**config.mk**
```make
export PLATFORM = sky130hd
export DESIGN_NAME = shifted_address_write_cache
export DESIGN_NICKNAME = d
export VERILOG_FILES = /design/src/rtl/swc_pkg.sv /design/src/rtl/swc_ctrl.sv /design/src/rtl/swc_datapath.sv /design/src/rtl/shifted_address_write_cache.sv
export SDC_FILE = /design/constraint.sdc
export NUM_CORES = 1
export LEC_CHECK = 0
export BUFFER_PORTS_ARGS = -buffer_cell sky130_fd_sc_hd__clkbuf_2
export CAP_MARGIN = 10
export CORE_AREA = 2 2 329 201
export CTS_CLUSTER_DIAMETER = 150
export DETAILED_ROUTE_END_ITERATION = 8
export DIE_AREA = 0 0 331 203
export PLACE_DENSITY = 0.71
export SYNTH_ARGS = -nofsm -noshare
export SYNTH_HDL_FRONTEND = slang
export SYNTH_SLANG_ARGS = --single-unit
```
**constraint.sdc**
```tcl
create_clock -name clk -period 3.25 [get_ports clk]
set_input_delay 0.325 -clock clk [delete_from_list [all_inputs] [get_ports clk]]
set_output_delay 0.325 -clock clk [all_outputs]
set_load 0.01 [all_outputs]
```
**src/rtl/swc_pkg.sv**
```systemverilog
// ----------------------------------------------------------------------------
// swc_pkg
// Shared types, codes and constants of the shifted address write cache: the
// access and result codes, the register map and the controller interface.
// ----------------------------------------------------------------------------
package swc_pkg;

	localparam int ADDR_BITS      = 10;
	localparam int DATA_PORT_BITS = 16;
	localparam int BACK_BITS      = 12;
	localparam int CFG_INDEX_BITS = 2;
	localparam int CFG_DATA_BITS  = 10;
	localparam int MODE_BITS      = 2;
	localparam int CHUNK_BITS     = 2;
	localparam int ADDR_MAX       = (1 << ADDR_BITS) - 1;

	localparam int SEGMENT_WORDS_DEF  = 1024;
	localparam int BUFFER_ENTRIES_DEF = 16;
	localparam int DATA_BITS_DEF      = 16;

	localparam logic [MODE_BITS-1:0] MODE_PASS = 2'd0;

	typedef enum logic [1:0] {
		ACT_READ  = 2'd0,
		ACT_WRITE = 2'd1,
		ACT_FLUSH = 2'd2,
		ACT_NONE  = 2'd3
	} action_t;

	typedef enum logic [1:0] {
		KIND_BUF_DATA = 2'd0,
		KIND_READ_REQ = 2'd1,
		KIND_WRITE    = 2'd2,
		KIND_DONE     = 2'd3
	} kind_t;

	typedef enum logic [CFG_INDEX_BITS-1:0] {
		REG_MODE  = 2'd0,
		REG_SHIFT = 2'd1,
		REG_CHUNK = 2'd2
	} cfg_reg_t;

	// controller to datapath
	typedef struct packed {
		logic accept;
		logic red_step;
		logic phys_calc;
		logic match;
		logic wb_start;
		logic wb_step;
		logic final_load;
	} cmd_t;

	// datapath to controller
	typedef struct packed {
		logic red_skip;
		logic red_done;
		logic need_wb;
		logic wb_last;
		logic out_free;
	} sts_t;

	// restoring steps needed to bring an address below the segment size
	function automatic int red_steps(input int seg);
		int n;
		n = 0;
		for (int k = 0; k < 17; k++) begin
			if ((longint'(seg) << k) <= longint'(ADDR_MAX)) begin
				n = k + 1;
			end
		end
		return n;
	endfunction

endpackage

```
**src/rtl/swc_ctrl.sv**
```systemverilog
// ----------------------------------------------------------------------------
// swc_ctrl
// Sequencer of the write cache: walks each access through reduction, address
// rotation, buffer lookup, optional write-back and the final result.
// ----------------------------------------------------------------------------
module swc_ctrl (
	input  logic          clk,
	input  logic          arst_n,
	input  logic          in_valid,
	output logic          in_ready,
	output swc_pkg::cmd_t cmd,
	input  swc_pkg::sts_t sts
);

	typedef enum logic [6:0] {
		ST_IDLE     = 7'b0000001,
		ST_REDUCE   = 7'b0000010,
		ST_PHYS     = 7'b0000100,
		ST_MATCH    = 7'b0001000,
		ST_DISPATCH = 7'b0010000,
		ST_WB       = 7'b0100000,
		ST_FINAL    = 7'b1000000
	} state_t;

	state_t state_q;
	state_t state_d;

	always_comb begin
		state_d  = state_q;
		cmd      = '0;
		in_ready = 1'b0;
		case (state_q)
			ST_IDLE: begin
				in_ready = 1'b1;
				if (in_valid) begin
					cmd.accept = 1'b1;
					state_d    = sts.red_skip ? ST_PHYS : ST_REDUCE;
				end
			end
			ST_REDUCE: begin
				cmd.red_step = 1'b1;
				if (sts.red_done) begin
					state_d = ST_PHYS;
				end
			end
			ST_PHYS: begin
				cmd.phys_calc = 1'b1;
				state_d       = ST_MATCH;
			end
			ST_MATCH: begin
				cmd.match = 1'b1;
				state_d   = ST_DISPATCH;
			end
			ST_DISPATCH: begin
				if (sts.need_wb) begin
					cmd.wb_start = 1'b1;
					state_d      = ST_WB;
				end else begin
					state_d = ST_FINAL;
				end
			end
			ST_WB: begin
				if (sts.out_free) begin
					cmd.wb_step = 1'b1;
					if (sts.wb_last) begin
						state_d = ST_FINAL;
					end
				end
			end
			ST_FINAL: begin
				if (sts.out_free) begin
					cmd.final_load = 1'b1;
					state_d        = ST_IDLE;
				end
			end
			default: begin
				state_d = ST_IDLE;
			end
		endcase
	end

	always_ff @(posedge clk or negedge arst_n) begin
		if (!arst_n) begin
			state_q <= ST_IDLE;
		end else begin
			state_q <= state_d;
		end
	end

endmodule

```
**src/rtl/swc_datapath.sv**
```systemverilog
// ----------------------------------------------------------------------------
// swc_datapath
// Configuration registers, address reduction and rotation, the fully
// associative write buffer, the wear counter and the result register.
// ----------------------------------------------------------------------------
module swc_datapath #(
	parameter int SEGMENT_WORDS  = swc_pkg::SEGMENT_WORDS_DEF,
	parameter int BUFFER_ENTRIES = swc_pkg::BUFFER_ENTRIES_DEF,
	parameter int DATA_BITS      = swc_pkg::DATA_BITS_DEF
) (
	input  logic                               clk,
	input  logic                               arst_n,
	input  swc_pkg::cmd_t                      cmd,
	output swc_pkg::sts_t                      sts,
	input  logic                               cfg_we,
	input  logic [swc_pkg::CFG_INDEX_BITS-1:0] cfg_index,
	input  logic [swc_pkg::CFG_DATA_BITS-1:0]  cfg_data,
	input  logic [1:0]                         action,
	input  logic [swc_pkg::ADDR_BITS-1:0]      logical_address,
	input  logic [swc_pkg::DATA_PORT_BITS-1:0] write_data,
	input  logic                               out_ready,
	output logic                               out_valid,
	output logic [1:0]                         kind,
	output logic [swc_pkg::BACK_BITS-1:0]      backing_address,
	output logic [swc_pkg::DATA_PORT_BITS-1:0] data_word,
	output logic                               last,
	output logic [31:0]                        wear_count
);

	localparam int AB  = swc_pkg::ADDR_BITS;
	localparam int BB  = swc_pkg::BACK_BITS;
	localparam int PB  = swc_pkg::DATA_PORT_BITS;
	localparam int AW  = $clog2(SEGMENT_WORDS);
	localparam int DW  = (DATA_BITS < PB) ? DATA_BITS : PB;
	localparam int RW  = ((AW > AB) ? AW : AB) + 2;
	localparam int IW  = (BUFFER_ENTRIES > 1) ? $clog2(BUFFER_ENTRIES) : 1;
	localparam int FW  = $clog2(BUFFER_ENTRIES + 1);
	localparam int MW  = AW + DW;
	localparam int RED_STEPS = swc_pkg::red_steps(SEGMENT_WORDS);
	localparam int RED_TOP   = (RED_STEPS > 0) ? RED_STEPS - 1 : 0;
	localparam int RCW       = (RED_TOP > 0) ? $clog2(RED_TOP + 1) : 1;

	// configuration
	logic [swc_pkg::MODE_BITS-1:0]  mode_q;
	logic [AB-1:0]                  shift_q;
	logic [swc_pkg::CHUNK_BITS-1:0] chunk_q;

	// current access
	swc_pkg::action_t action_q;
	logic [AB-1:0]    virt_q;
	logic [AB-1:0]    rshift_q;
	logic [DW-1:0]    data_q;
	logic [RCW-1:0]   red_cnt_q;
	logic [AW-1:0]    phys_q;
	logic             hit_q;
	logic [IW-1:0]    hit_idx_q;

	// buffer
	logic [AW-1:0]    cam_q [BUFFER_ENTRIES];
	logic [MW-1:0]    mem_q [BUFFER_ENTRIES];
	logic [MW-1:0]    rd_q;
	logic [FW-1:0]    fill_q;
	logic [IW-1:0]    wb_idx_q;

	logic [31:0]      wear_q;

	// result register
	logic             out_valid_q;
	swc_pkg::kind_t   kind_q;
	logic [BB-1:0]    back_q;
	logic [PB-1:0]    dword_q;
	logic             last_q;
	logic [31:0]      wear_out_q;

	logic                      pass;
	logic [RW-1:0]             seg_k;
	logic [RW-1:0]             phys_sum;
	logic [RW-1:0]             phys_red;
	logic [BUFFER_ENTRIES-1:0] match;
	logic [IW-1:0]             match_idx;
	logic                      rd_en;
	logic [IW-1:0]             rd_addr;
	logic                      wb_last;
	logic                      buf_write;
	logic                      buf_append;
	logic [IW-1:0]             wr_idx;
	logic                      final_wear;
	logic                      wear_bump;
	logic [31:0]               wear_inc;
	logic [BB-1:0]             chunk_base;
	logic [BB-1:0]             virt_back;
	logic [BB-1:0]             phys_back;
	swc_pkg::kind_t            fin_kind;
	logic [BB-1:0]             fin_back;
	logic [PB-1:0]             fin_data;
	logic                      out_free;

	assign pass       = (mode_q == swc_pkg::MODE_PASS);
	assign chunk_base = BB'(chunk_q) * BB'(SEGMENT_WORDS);
	assign virt_back  = BB'(virt_q) + chunk_base;
	assign phys_back  = BB'(phys_q) + chunk_base;
	assign out_free   = !out_valid_q || out_ready;

	// configuration writes
	always_ff @(posedge clk or negedge arst_n) begin
		if (!arst_n) begin
			mode_q  <= '0;
			shift_q <= '0;
			chunk_q <= '0;
		end else if (cfg_we) begin
			case (cfg_index)
				swc_pkg::REG_MODE:  mode_q  <= cfg_data[swc_pkg::MODE_BITS-1:0];
				swc_pkg::REG_SHIFT: shift_q <= cfg_data[AB-1:0];
				swc_pkg::REG_CHUNK: chunk_q <= cfg_data[swc_pkg::CHUNK_BITS-1:0];
				default: ;
			endcase
		end
	end

	// modulo reduction, one restoring step per cycle from the top multiple
	assign seg_k = RW'(SEGMENT_WORDS) << red_cnt_q;

	always_ff @(posedge clk) begin
		if (cmd.accept) begin
			action_q  <= swc_pkg::action_t'(action);
			virt_q    <= logical_address;
			rshift_q  <= shift_q;
			data_q    <= write_data[DW-1:0];
			red_cnt_q <= RCW'(RED_TOP);
		end else if (cmd.red_step) begin
			if (RW'(virt_q) >= seg_k) begin
				virt_q <= virt_q - seg_k[AB-1:0];
			end
			if (RW'(rshift_q) >= seg_k) begin
				rshift_q <= rshift_q - seg_k[AB-1:0];
			end
			red_cnt_q <= red_cnt_q - RCW'(1);
		end
	end

	// rotated address: virt - shift modulo segment size
	assign phys_sum = RW'(virt_q) + RW'(SEGMENT_WORDS) - RW'(rshift_q);
	assign phys_red = (phys_sum >= RW'(SEGMENT_WORDS)) ? phys_sum - RW'(SEGMENT_WORDS)
		: phys_sum;

	always_ff @(posedge clk) begin
		if (cmd.phys_calc) begin
			phys_q <= phys_red[AW-1:0];
		end
	end

	// tag compare, addresses among valid entries are unique
	always_comb begin
		match_idx = '0;
		for (int i = 0; i < BUFFER_ENTRIES; i++) begin
			match[i] = (FW'(i) < fill_q) && (cam_q[i] == phys_q);
			if (match[i]) begin
				match_idx = match_idx | IW'(i);
			end
		end
	end

	always_ff @(posedge clk) begin
		if (cmd.match) begin
			hit_q     <= |match;
			hit_idx_q <= match_idx;
		end
	end

	assign wb_last = (FW'(wb_idx_q) + FW'(1) == fill_q);

	always_comb begin
		rd_en   = 1'b0;
		rd_addr = wb_idx_q;
		if (cmd.match) begin
			rd_en   = 1'b1;
			rd_addr = match_idx;
		end else if (cmd.wb_start) begin
			rd_en   = 1'b1;
			rd_addr = '0;
		end else if (cmd.wb_step && !wb_last) begin
			rd_en   = 1'b1;
			rd_addr = wb_idx_q + IW'(1);
		end
	end

	always_ff @(posedge clk) begin
		if (cmd.wb_start) begin
			wb_idx_q <= '0;
		end else if (cmd.wb_step) begin
			wb_idx_q <= wb_idx_q + IW'(1);
		end
	end

	assign buf_write  = cmd.final_load && (action_q == swc_pkg::ACT_WRITE) && !pass;
	assign buf_append = buf_write && !hit_q;
	assign wr_idx     = hit_q ? hit_idx_q : fill_q[IW-1:0];

	always_ff @(posedge clk) begin
		if (buf_write) begin
			mem_q[wr_idx] <= {phys_q, data_q};
		end
	end

	always_ff @(posedge clk) begin
		if (buf_append) begin
			cam_q[wr_idx] <= phys_q;
		end
	end

	always_ff @(posedge clk) begin
		if (rd_en) begin
			rd_q <= mem_q[rd_addr];
		end
	end

	always_ff @(posedge clk or negedge arst_n) begin
		if (!arst_n) begin
			fill_q <= '0;
		end else if (cmd.wb_step && wb_last) begin
			fill_q <= '0;
		end else if (buf_append) begin
			fill_q <= fill_q + FW'(1);
		end
	end

	// saturating wear counter
	assign final_wear = (action_q == swc_pkg::ACT_WRITE) && pass;
	assign wear_bump  = cmd.wb_step || (cmd.final_load && final_wear);
	assign wear_inc   = (wear_q == '1) ? wear_q : wear_q + 32'd1;

	always_ff @(posedge clk or negedge arst_n) begin
		if (!arst_n) begin
			wear_q <= '0;
		end else if (wear_bump) begin
			wear_q <= wear_inc;
		end
	end

	// closing word of an access
	always_comb begin
		fin_kind = swc_pkg::KIND_DONE;
		fin_back = '0;
		fin_data = '0;
		case (action_q)
			swc_pkg::ACT_READ: begin
				if (pass) begin
					fin_kind = swc_pkg::KIND_READ_REQ;
					fin_back = virt_back;
				end else if (hit_q) begin
					fin_kind = swc_pkg::KIND_BUF_DATA;
					fin_back = phys_back;
					fin_data = PB'(rd_q[DW-1:0]);
				end else begin
					fin_kind = swc_pkg::KIND_READ_REQ;
					fin_back = phys_back;
				end
			end
			swc_pkg::ACT_WRITE: begin
				if (pass) begin
					fin_kind = swc_pkg::KIND_WRITE;
					fin_back = virt_back;
					fin_data = PB'(data_q);
				end
			end
			default: ;
		endcase
	end

	always_ff @(posedge clk or negedge arst_n) begin
		if (!arst_n) begin
			out_valid_q <= 1'b0;
		end else if (cmd.wb_step || cmd.final_load) begin
			out_valid_q <= 1'b1;
		end else if (out_ready) begin
			out_valid_q <= 1'b0;
		end
	end

	always_ff @(posedge clk) begin
		if (cmd.wb_step) begin
			kind_q     <= swc_pkg::KIND_WRITE;
			back_q     <= BB'(rd_q[MW-1:DW]) + chunk_base;
			dword_q    <= PB'(rd_q[DW-1:0]);
			last_q     <= 1'b0;
			wear_out_q <= wear_inc;
		end else if (cmd.final_load) begin
			kind_q     <= fin_kind;
			back_q     <= fin_back;
			dword_q    <= fin_data;
			last_q     <= 1'b1;
			wear_out_q <= final_wear ? wear_inc : wear_q;
		end
	end

	assign sts.red_skip = (RED_STEPS == 0);
	assign sts.red_done = (red_cnt_q == '0);
	assign sts.need_wb  = ((action_q == swc_pkg::ACT_FLUSH) && (fill_q != '0))
		|| ((action_q == swc_pkg::ACT_WRITE) && !pass && !hit_q
		&& (fill_q == FW'(BUFFER_ENTRIES)));
	assign sts.wb_last  = wb_last;
	assign sts.out_free = out_free;

	assign out_valid       = out_valid_q;
	assign kind            = kind_q;
	assign backing_address = back_q;
	assign data_word       = dword_q;
	assign last            = last_q;
	assign wear_count      = wear_out_q;

endmodule

```
**src/rtl/shifted_address_write_cache.sv**
```systemverilog
// ----------------------------------------------------------------------------
// shifted_address_write_cache
// Wear-levelled segment front end with address rotation and a small fully
// associative write buffer in front of backing store.
// ----------------------------------------------------------------------------
// Each access is taken one at a time and answered by one or more words on the
// result channel, the final one marked by last. An access that causes no
// write-back passes from acceptance to the loading of its result through
// rotation of the address, tag compare, decision and result. When the
// segment is smaller than 1024 words, both the address and the rotation are
// first brought into range by a restoring reduction with one step per
// power-of-two multiple of the segment size below 1024. A flush, or a write
// miss into a full buffer, first writes back each dirty entry, each one
// leaving as a backing write word read from the buffer memory. A result
// waiting on out_ready holds the sequencer. After reset the buffer is empty
// and the block is ready at once. The user must write configuration only
// while no access is in flight; the block itself does not enforce it.
// ----------------------------------------------------------------------------
module shifted_address_write_cache #(
	parameter int SEGMENT_WORDS  = swc_pkg::SEGMENT_WORDS_DEF,
	parameter int BUFFER_ENTRIES = swc_pkg::BUFFER_ENTRIES_DEF,
	parameter int DATA_BITS      = swc_pkg::DATA_BITS_DEF
) (
	input  logic                               clk,
	input  logic                               arst_n,
	input  logic                               cfg_we,
	input  logic [swc_pkg::CFG_INDEX_BITS-1:0] cfg_index,
	input  logic [swc_pkg::CFG_DATA_BITS-1:0]  cfg_data,
	input  logic                               in_valid,
	output logic                               in_ready,
	input  logic [1:0]                         action,
	input  logic [swc_pkg::ADDR_BITS-1:0]      logical_address,
	input  logic [swc_pkg::DATA_PORT_BITS-1:0] write_data,
	output logic                               out_valid,
	input  logic                               out_ready,
	output logic [1:0]                         kind,
	output logic [swc_pkg::BACK_BITS-1:0]      backing_address,
	output logic [swc_pkg::DATA_PORT_BITS-1:0] data_word,
	output logic                               last,
	output logic [31:0]                        wear_count
);

	swc_pkg::cmd_t cmd;
	swc_pkg::sts_t sts;

	swc_ctrl u_ctrl (
		.clk      (clk),
		.arst_n   (arst_n),
		.in_valid (in_valid),
		.in_ready (in_ready),
		.cmd      (cmd),
		.sts      (sts)
	);

	swc_datapath #(
		.SEGMENT_WORDS  (SEGMENT_WORDS),
		.BUFFER_ENTRIES (BUFFER_ENTRIES),
		.DATA_BITS      (DATA_BITS)
	) u_datapath (
		.clk             (clk),
		.arst_n          (arst_n),
		.cmd             (cmd),
		.sts             (sts),
		.cfg_we          (cfg_we),
		.cfg_index       (cfg_index),
		.cfg_data        (cfg_data),
		.action          (action),
		.logical_address (logical_address),
		.write_data      (write_data),
		.out_ready       (out_ready),
		.out_valid       (out_valid),
		.kind            (kind),
		.backing_address (backing_address),
		.data_word       (data_word),
		.last            (last),
		.wear_count      (wear_count)
	);

endmodule
```
Word-level counts from Yosys, hierarchy flattened

Memory sizes are Yosys's and may differ from the RTL's. A register that Yosys moved wholly into a read port is not among the register bits.
Index checks and enable logic that the tools add are counted.
W data, S select, Z words.

Output and inout bits: 65
Logic and storage cells: 217
Memory bits (writable): 576
Bits in registers: 180
Memories: 2
Input bits: 45

Reductions and logical operators: 52
Muxes and demuxes: 74
$lt $le $gt $ge: 19
Eq/ne operators: 35
Shifts and indexed selects: 1
Add/sub/neg operators: 13

Memories:

| name             | depth | bits a word | rd ports | clocked after memory_dff | wr ports | RTL line           | text |
|---|---|---|---|---|---|---|---|
| u_datapath.mem_q | 16    | 26          | 1        | 1                        | 1        | swc_datapath.sv:60 | `logic [MW-1:0] mem_q [BUFFER_ENTRIES];` |
| u_datapath.cam_q | 16    | 10          | 16       | 0                        | 1        | swc_datapath.sv:59 | `logic [AW-1:0] cam_q [BUFFER_ENTRIES];` |

Operators with widths:

| kind                     | number |
|---|---|
| $eq A10 B10 Y1           | 16 |
| $mux W32                 | 4 |
| $mux W16                 | 5 |
| $mux W10                 | 7 |
| $pmux W7 S7              | 1 |
| $mux W12                 | 4 |
| $mux W4                  | 12 |
| $mux W7                  | 6 |
| $lt A4 B5 Y1 const A     | 8 |
| $add A10 B12 Y12         | 3 |
| $add A32 B1 Y32 const B  | 1 |
| $eq A32 B32 Y1 const B   | 1 |
| $pmux W16 S2             | 1 |
| $logic_and A1 B1 Y1      | 27 |
| $ge A10 B12 Y1           | 2 |
| $pmux W12 S2             | 1 |
| $mux W1                  | 23 |
| $lt A3 B5 Y1 const A     | 4 |
| $sub A10 B10 Y10         | 2 |
| $reduce_or A16 Y1        | 1 |
| $add A10 B11 Y12 const B | 1 |
| $ge A12 B11 Y1 const B   | 1 |
| $mux W3                  | 4 |
| $reduce_bool A2 Y1       | 6 |
| other kinds (31)         | 53 |

Logic depth before layout (Yosys ltp)

An unclocked memory read counts as a cell.

Word-level depth: 19
Gate-level depth with buffers: 17
Gate-level depth less buffers: 11

Cells and area by module

A second synthesis with hierarchy kept.

Cells, all modules: 3145
Area total of the unflattened synthesis: 39613.0 sq um

By module, submodules not included:

| module       | seq. area each (sq um) | times used | cells each | area each (sq um) |
|---|---|---|---|---|
| swc_datapath | 22932.0                | 1          | 3088       | 39085.0 |
| swc_ctrl     | 176.4                  | 1          | 57         | 528.0 |

Worst setup path before layout

No wires, ideal clock.

Path kind: reg2reg
Start point: register u_ctrl.state_q[2]
End point: memory u_datapath.mem_q[10][0] (netlist bit), enable pin
Period minus slack after synthesis: 3.503 ns
Required time: 2.841 ns
Buffers on the path: 0
Arrival: 3.095 ns
Cell stages (with the launch flop): 7
Path slack: -0.253 ns
Setup time: 0.409 ns
Cells stage by stage: dfrtp_1 -> or4_4 -> nor2_2 -> nand2_1 -> nor3_1 -> o21ai_1 -> nor2_1

Word-level cells in the longest chain between the ends: 6

Ends and longest elaborated chain:

| element                           | RTL line            | text |
|---|---|---|
| start, declared                   | swc_ctrl.sv:25      | `state_t state_q;` |
| start signal, assigned            | swc_ctrl.sv:86      | `state_q <= state_d;` |
| $eq A7 B7 Y1                      | swc_ctrl.sv:32      | `case (state_q)` |
| $mux W1                           | swc_ctrl.sv:32      |  |
| $logic_and A1 B1 Y1 (2 in series) | swc_datapath.sv:195 | `assign buf_write = cmd.final_load && (action_q == swc_pkg::ACT_WRITE) && !pass;` |
| $mux W1                           | swc_datapath.sv:200 | `if (buf_write) begin` |
| $mux W1 (implied by the code)     | swc_datapath.sv:201 | `mem_q[wr_idx] <= {phys_q, data_q};` |
| end, declared                     | swc_datapath.sv:60  |  |

Every way passes these cells.

Final worst setup path

Start point: register u_datapath.phys_q[7]
End point: register u_datapath.rd_q[21], read port of u_datapath.mem_q (data pin)

Word-level cells in the longest chain between the ends: 18
Elaborated cells between the ends (all ways): 46
Classes of those cells: 15 x eq/ne; 16 x mux; 15 x reduce/logical

Ends and longest elaborated chain:

| element                | RTL line            | text |
|---|---|---|
| start, declared        | swc_datapath.sv:54  | `logic [AW-1:0] phys_q;` |
| start signal, assigned | swc_datapath.sv:148 | `phys_q <= phys_red[AW-1:0];` |
| $eq A10 B10 Y1         | swc_datapath.sv:156 | `match[i] = (FW'(i) < fill_q) && (cam_q[i] == phys_q);` |
| $logic_and A1 B1 Y1    | swc_datapath.sv:156 |  |
| $mux W1                | swc_datapath.sv:157 | `if (match[i]) begin` |
| $mux W2 (2 in series)  | swc_datapath.sv:157 |  |
| $mux W3 (4 in series)  | swc_datapath.sv:157 |  |
| $mux W4 (7 in series)  | swc_datapath.sv:157 |  |
| $mux W4 (*)            | swc_datapath.sv:157 |  |
| $mux W4 (*)            | swc_datapath.sv:175 | `if (cmd.match) begin` |
| end, declared          | swc_datapath.sv:61  | `logic [MW-1:0] rd_q;` |

Every way passes the cells marked *; elsewhere a longest branch is shown, timed or not.
A chain may end at the register's enable or synchronous reset.

==> reports/summary.txt <==
Initial core utilization = 0.4959
Layout cells sized above 1 = 0.2849
Post-Synth XOR/XNOR Area = 0.06655
# IOs = 110
Area of the multi-input gates = 0.008628 mm2
Post-synth top area share = 0.6769
Placed Cells = 3031
Core Util, Final = 0.6140
Seq pwr share = 0.473
Rows = 72
Syn Area/Cell = 16.32 um2
Die Width = 331 um
CTS buffer count = 72
Leakage = 13.77 nW
Combinational power share = 0.208
Max-slew violations = 0
Ys async rst share = 0.07436
Mapped cell area = 0.03172 mm2
Minimum clock period = 3.358 ns
Internal power = 0.01884 W
Synth-to-Final Area Change = 23.81%
Synth Area in Compound Gates = 0.05542
CTS H-tree depth = 3
Main combinational cell family by area after synthesis = XOR/XNOR gates
Layout Cells excl Fill = 3273
Slew margin rel. = 0.2727
Peak supply drop = 0.3892 mV
Unique cell type count in the Yosys netlist = 72
Status = finished with violations
Drt pass-1 iters = 5
PwrDens = 653.8 mW/mm2
Initial antenna violation count = 0
Mux cell area share after synthesis = 0.05933
ANT cells = 0
Clk pwr share = 0.319
Via/cell ratio = 5.814
Drt initial violations = 2253
Vias in the first global route = 18545
Fin crit share = 1.033
Largest net degree at the start of global routing = 39
Startpoint types = flop
Post-DRT Antenna Nets = 0
Clock root buffer = clkbuf_16
CP Data Required Time = 3.63 ns
Core box area = 0.06396 mm2
Buffers on Ports = 109
Worst hold slack = 0.09470 ns
Drt drc = 0
Sequential Area = 0.02307 mm2
Max Cap Viol = 0
Net Sw Frac = 0.2661
Final hold violation count = 0
RSZ-0062 raised after global routing = yes
Post-Synth Adder-Cell Area = 0.005759
DP HPWL = 45.79 mm
Synth Instances = 1944
Maximum clock frequency = 297.8 MHz
Total track usage = 0.2284
Sequential share of the synthesized area = 0.7271
Crit-path max FO = 7
Simple-Gate Fraction of Synth Area = 0.06544
Post-synthesis register bit count = 780
Vias = 19028
# nets final = 2424
Top_reg_cell synth = edfxtp_1
Syn Nets = 2003
Worst-path clk slew = 0.06 ns
WL per Instance = 24.28 um
Crit path DAT = 3.73 ns
Routed wire length = 79.48 mm
Die Ht = 203 um
Worst-Margin Slew = 1.084 ns
Final Skew = 0.01906 ns
First-pass GRT wire length = 114.4 mm
CP Capture Type = flop
Skew-Pair Late Insertion Delay = 0.63 ns
Die area = 0.06719 mm2
Synth area leader = edfxtp_1
Critical Setup Path Class = flop to flop
CTS tree = yes
Switching power = 0.006831 W
GPL Wtd Cong = 0.8628
Failing checks = setup timing
GRT overflow = 0
EDFF count, synth = 715
Hold WC Path Type = input port to flop
Fillers = 4489
CTS max path bufs = 3
Synth area leaders = edfxtp_1 68%, dfrtp_1 4.5%, mux4_2 3.7%
Final worst setup slack = -0.1078 ns
CTS sink count = 780
Final setup viols = 22
Yosys warnings = 0
metrics by stage:
stage	setup TNS [ns]	cell area, um2	setup slack (ns)	power (W)
2_1_floorplan	-83.56	31830	-0.2535	0.01491
3_3_place_gp	-4.271	35070	-0.2336	0.01644
3_5_place_dp	-6.935	35070	-0.3711	0.01659
4_1_cts	-0.2328	38420	-0.04293	0.02514
5_1_grt	-2.995	39270	-0.1883	0.02655
6_report	-1.115	39270	-0.1078	0.02567
Yosys cell counts (5+ instances only):
cell type / instances
dfxtp_1: 7
and2_1: 8
a21boi_0: 5
nor2b_1: 10
a22oi_1: 33
xor2_1: 114
mux2i_1: 53
nor3b_1: 5
clkbuf_1: 39
nor3_1: 24
nand4_1: 31
nand2_1: 121
nand2b_1: 10
and3_1: 14
or3_1: 5
a22o_1: 16
a31oi_1: 6
nor2_1: 97
dfrtp_1: 57
nand3_1: 55
mux2_2: 16
xnor2_1: 127
a21o_1: 5
a221o_1: 52
nor4_1: 22
inv_1: 28
o21ai_0: 21
mux4_2: 52
edfxtp_1: 715
buf_6: 8
buf_4: 14
ha_1: 13
buf_2: 31
a21oi_1: 65
what timing repair did:
| item | CTS | global route |
|---|---|---|
| hold buffers | 40 | 0 |
| endpoints found under the hold margin | 66 | 0 |
| setup buffers | 30 | 32 |
| endpoints found under the setup margin | 26 | 26 |
| gates cloned | 5 | 10 |
| resized for setup | 67 | 89 |
| pin swaps | 30 | 45 |
power groups by stage:
stage	logic (W)	registers, W	clock network, W
2_1_floorplan	0.00260	0.0123	0
3_3_place_gp	0.00415	0.0123	0
3_5_place_dp	0.00427	0.0123	0
4_1_cts	0.00472	0.0121	0.00830
5_1_grt	0.00567	0.0122	0.00871
6_report	0.00534	0.0121	0.00820
sequential cells by signal, indices dropped and copies added, names as in the netlist, 4 cells and up:
name / count
u_datapath.wear_count: 32
u_datapath.hit_idx_q: 4
u_datapath.rshift_q: 10
u_datapath.data_q: 16
u_datapath.wb_idx_q: 4
u_datapath.virt_q: 10
u_datapath.rd_q: 26
u_datapath.mem_q: 416
u_datapath.cam_q: 160
u_datapath.shift_q: 10
u_datapath.backing_address: 12
u_datapath.phys_q: 10
u_datapath.wear_q: 32
u_datapath.data_word: 16
u_ctrl.state_q: 6
u_datapath.fill_q: 5
cells in the final DEF, fill, tap and decap left out, types with 15 or more instances in the layout:
| cell | count |
|---|---|
| buf_12 | 54 |
| clkbuf_2 | 109 |
| nand3_1 | 54 |
| nor3_1 | 17 |
| xor2_1 | 113 |
| nor2_1 | 78 |
| o21ai_0 | 21 |
| inv_1 | 28 |
| edfxtp_1 | 715 |
| buf_6 | 25 |
| mux2i_1 | 49 |
| buf_4 | 199 |
| nor4_1 | 15 |
| xnor2_1 | 116 |
| dfrtp_1 | 55 |
| nand2_1 | 116 |
| a21oi_1 | 56 |
| nand4_1 | 31 |
| a221o_1 | 52 |
| a22oi_2 | 23 |
| clkbuf_16 | 84 |
| dlygate4sd3_1 | 40 |
| nor2_2 | 21 |
| mux4_2 | 52 |
| mux2_2 | 16 |
| a22o_1 | 16 |
| clkbuf_1 | 22 |
routing by layer:
layer  track usage  vias up  wire length (um)
met1        0.3458     9532             34480
met5             0        -                 0
met2        0.3399     1072             35060
met4       0.05357        0              1463
li1              -     8313                 -
met3       0.04866      111              8484
path summary, 6_finish.rpt:
| check | slack, ns | to | start | depth (start not counted) |
|---|---|---|---|---|
| setup / recovery | -0.11 | u_datapath.rd_q[21]$_DFFE_PP_ | u_datapath.phys_q[7]$_DFFE_PP_ | 13 |
| hold / removal | 0.09 | u_datapath.out_valid$_DFFE_PN0P_ | out_ready | 3 |
| setup reg to reg | -0.11 | u_datapath.rd_q[21]$_DFFE_PP_ | u_datapath.phys_q[7]$_DFFE_PP_ | 13 |
| hold reg to reg | 0.45 | u_datapath.rshift_q[8]$_DFFE_PP_ | u_datapath.shift_q[8]$_DFFE_PN0P_ | 0 |
| max in group asynchronous | 2.05 | u_datapath.wear_q[0]$_DFFE_PN0P_ | arst_n | 3 |
| min in group asynchronous | 0.29 | u_datapath.shift_q[3]$_DFFE_PN0P_ | arst_n | 2 |
worst max-delay path, stage by stage, from the launching register on:
cell	delay [ns]
edfxtp_1	0.46
buf_12	0.19
buf_12	0.13
xnor2_1	0.14
nand4_1	0.16
nor4_4	0.33
nor2_2	0.13
a41o_4	0.34
nand2_8	0.13
buf_4	0.14
buf_12	0.14
mux4_2	0.51
a22oi_2	0.20
nand3_1	0.09
area by class of cell:
cell class | instances | area share
well taps | 851 | 0.02711
repair buffers | 443 | 0.1058
clock buffers | 99 | 0.05031
flip-flops and latches | 780 | 0.5873
inverters | 29 | 0.002772
clock inverters | 32 | 0.006977
multi-input cells | 1039 | 0.2197
cell families (layout without fill, tap and decap cells):
family,count (synthesis),count (layout)
buffers and inverters,126,603
AOI/OAI and AO/OA,238,238
adders and majority gates,14,14
muxes,121,121
and+or+nand+nor,424,425
DFF,780,780
xor gates and xnor gates,241,241
No activity file was read; power rests on OpenSTA's default activity.
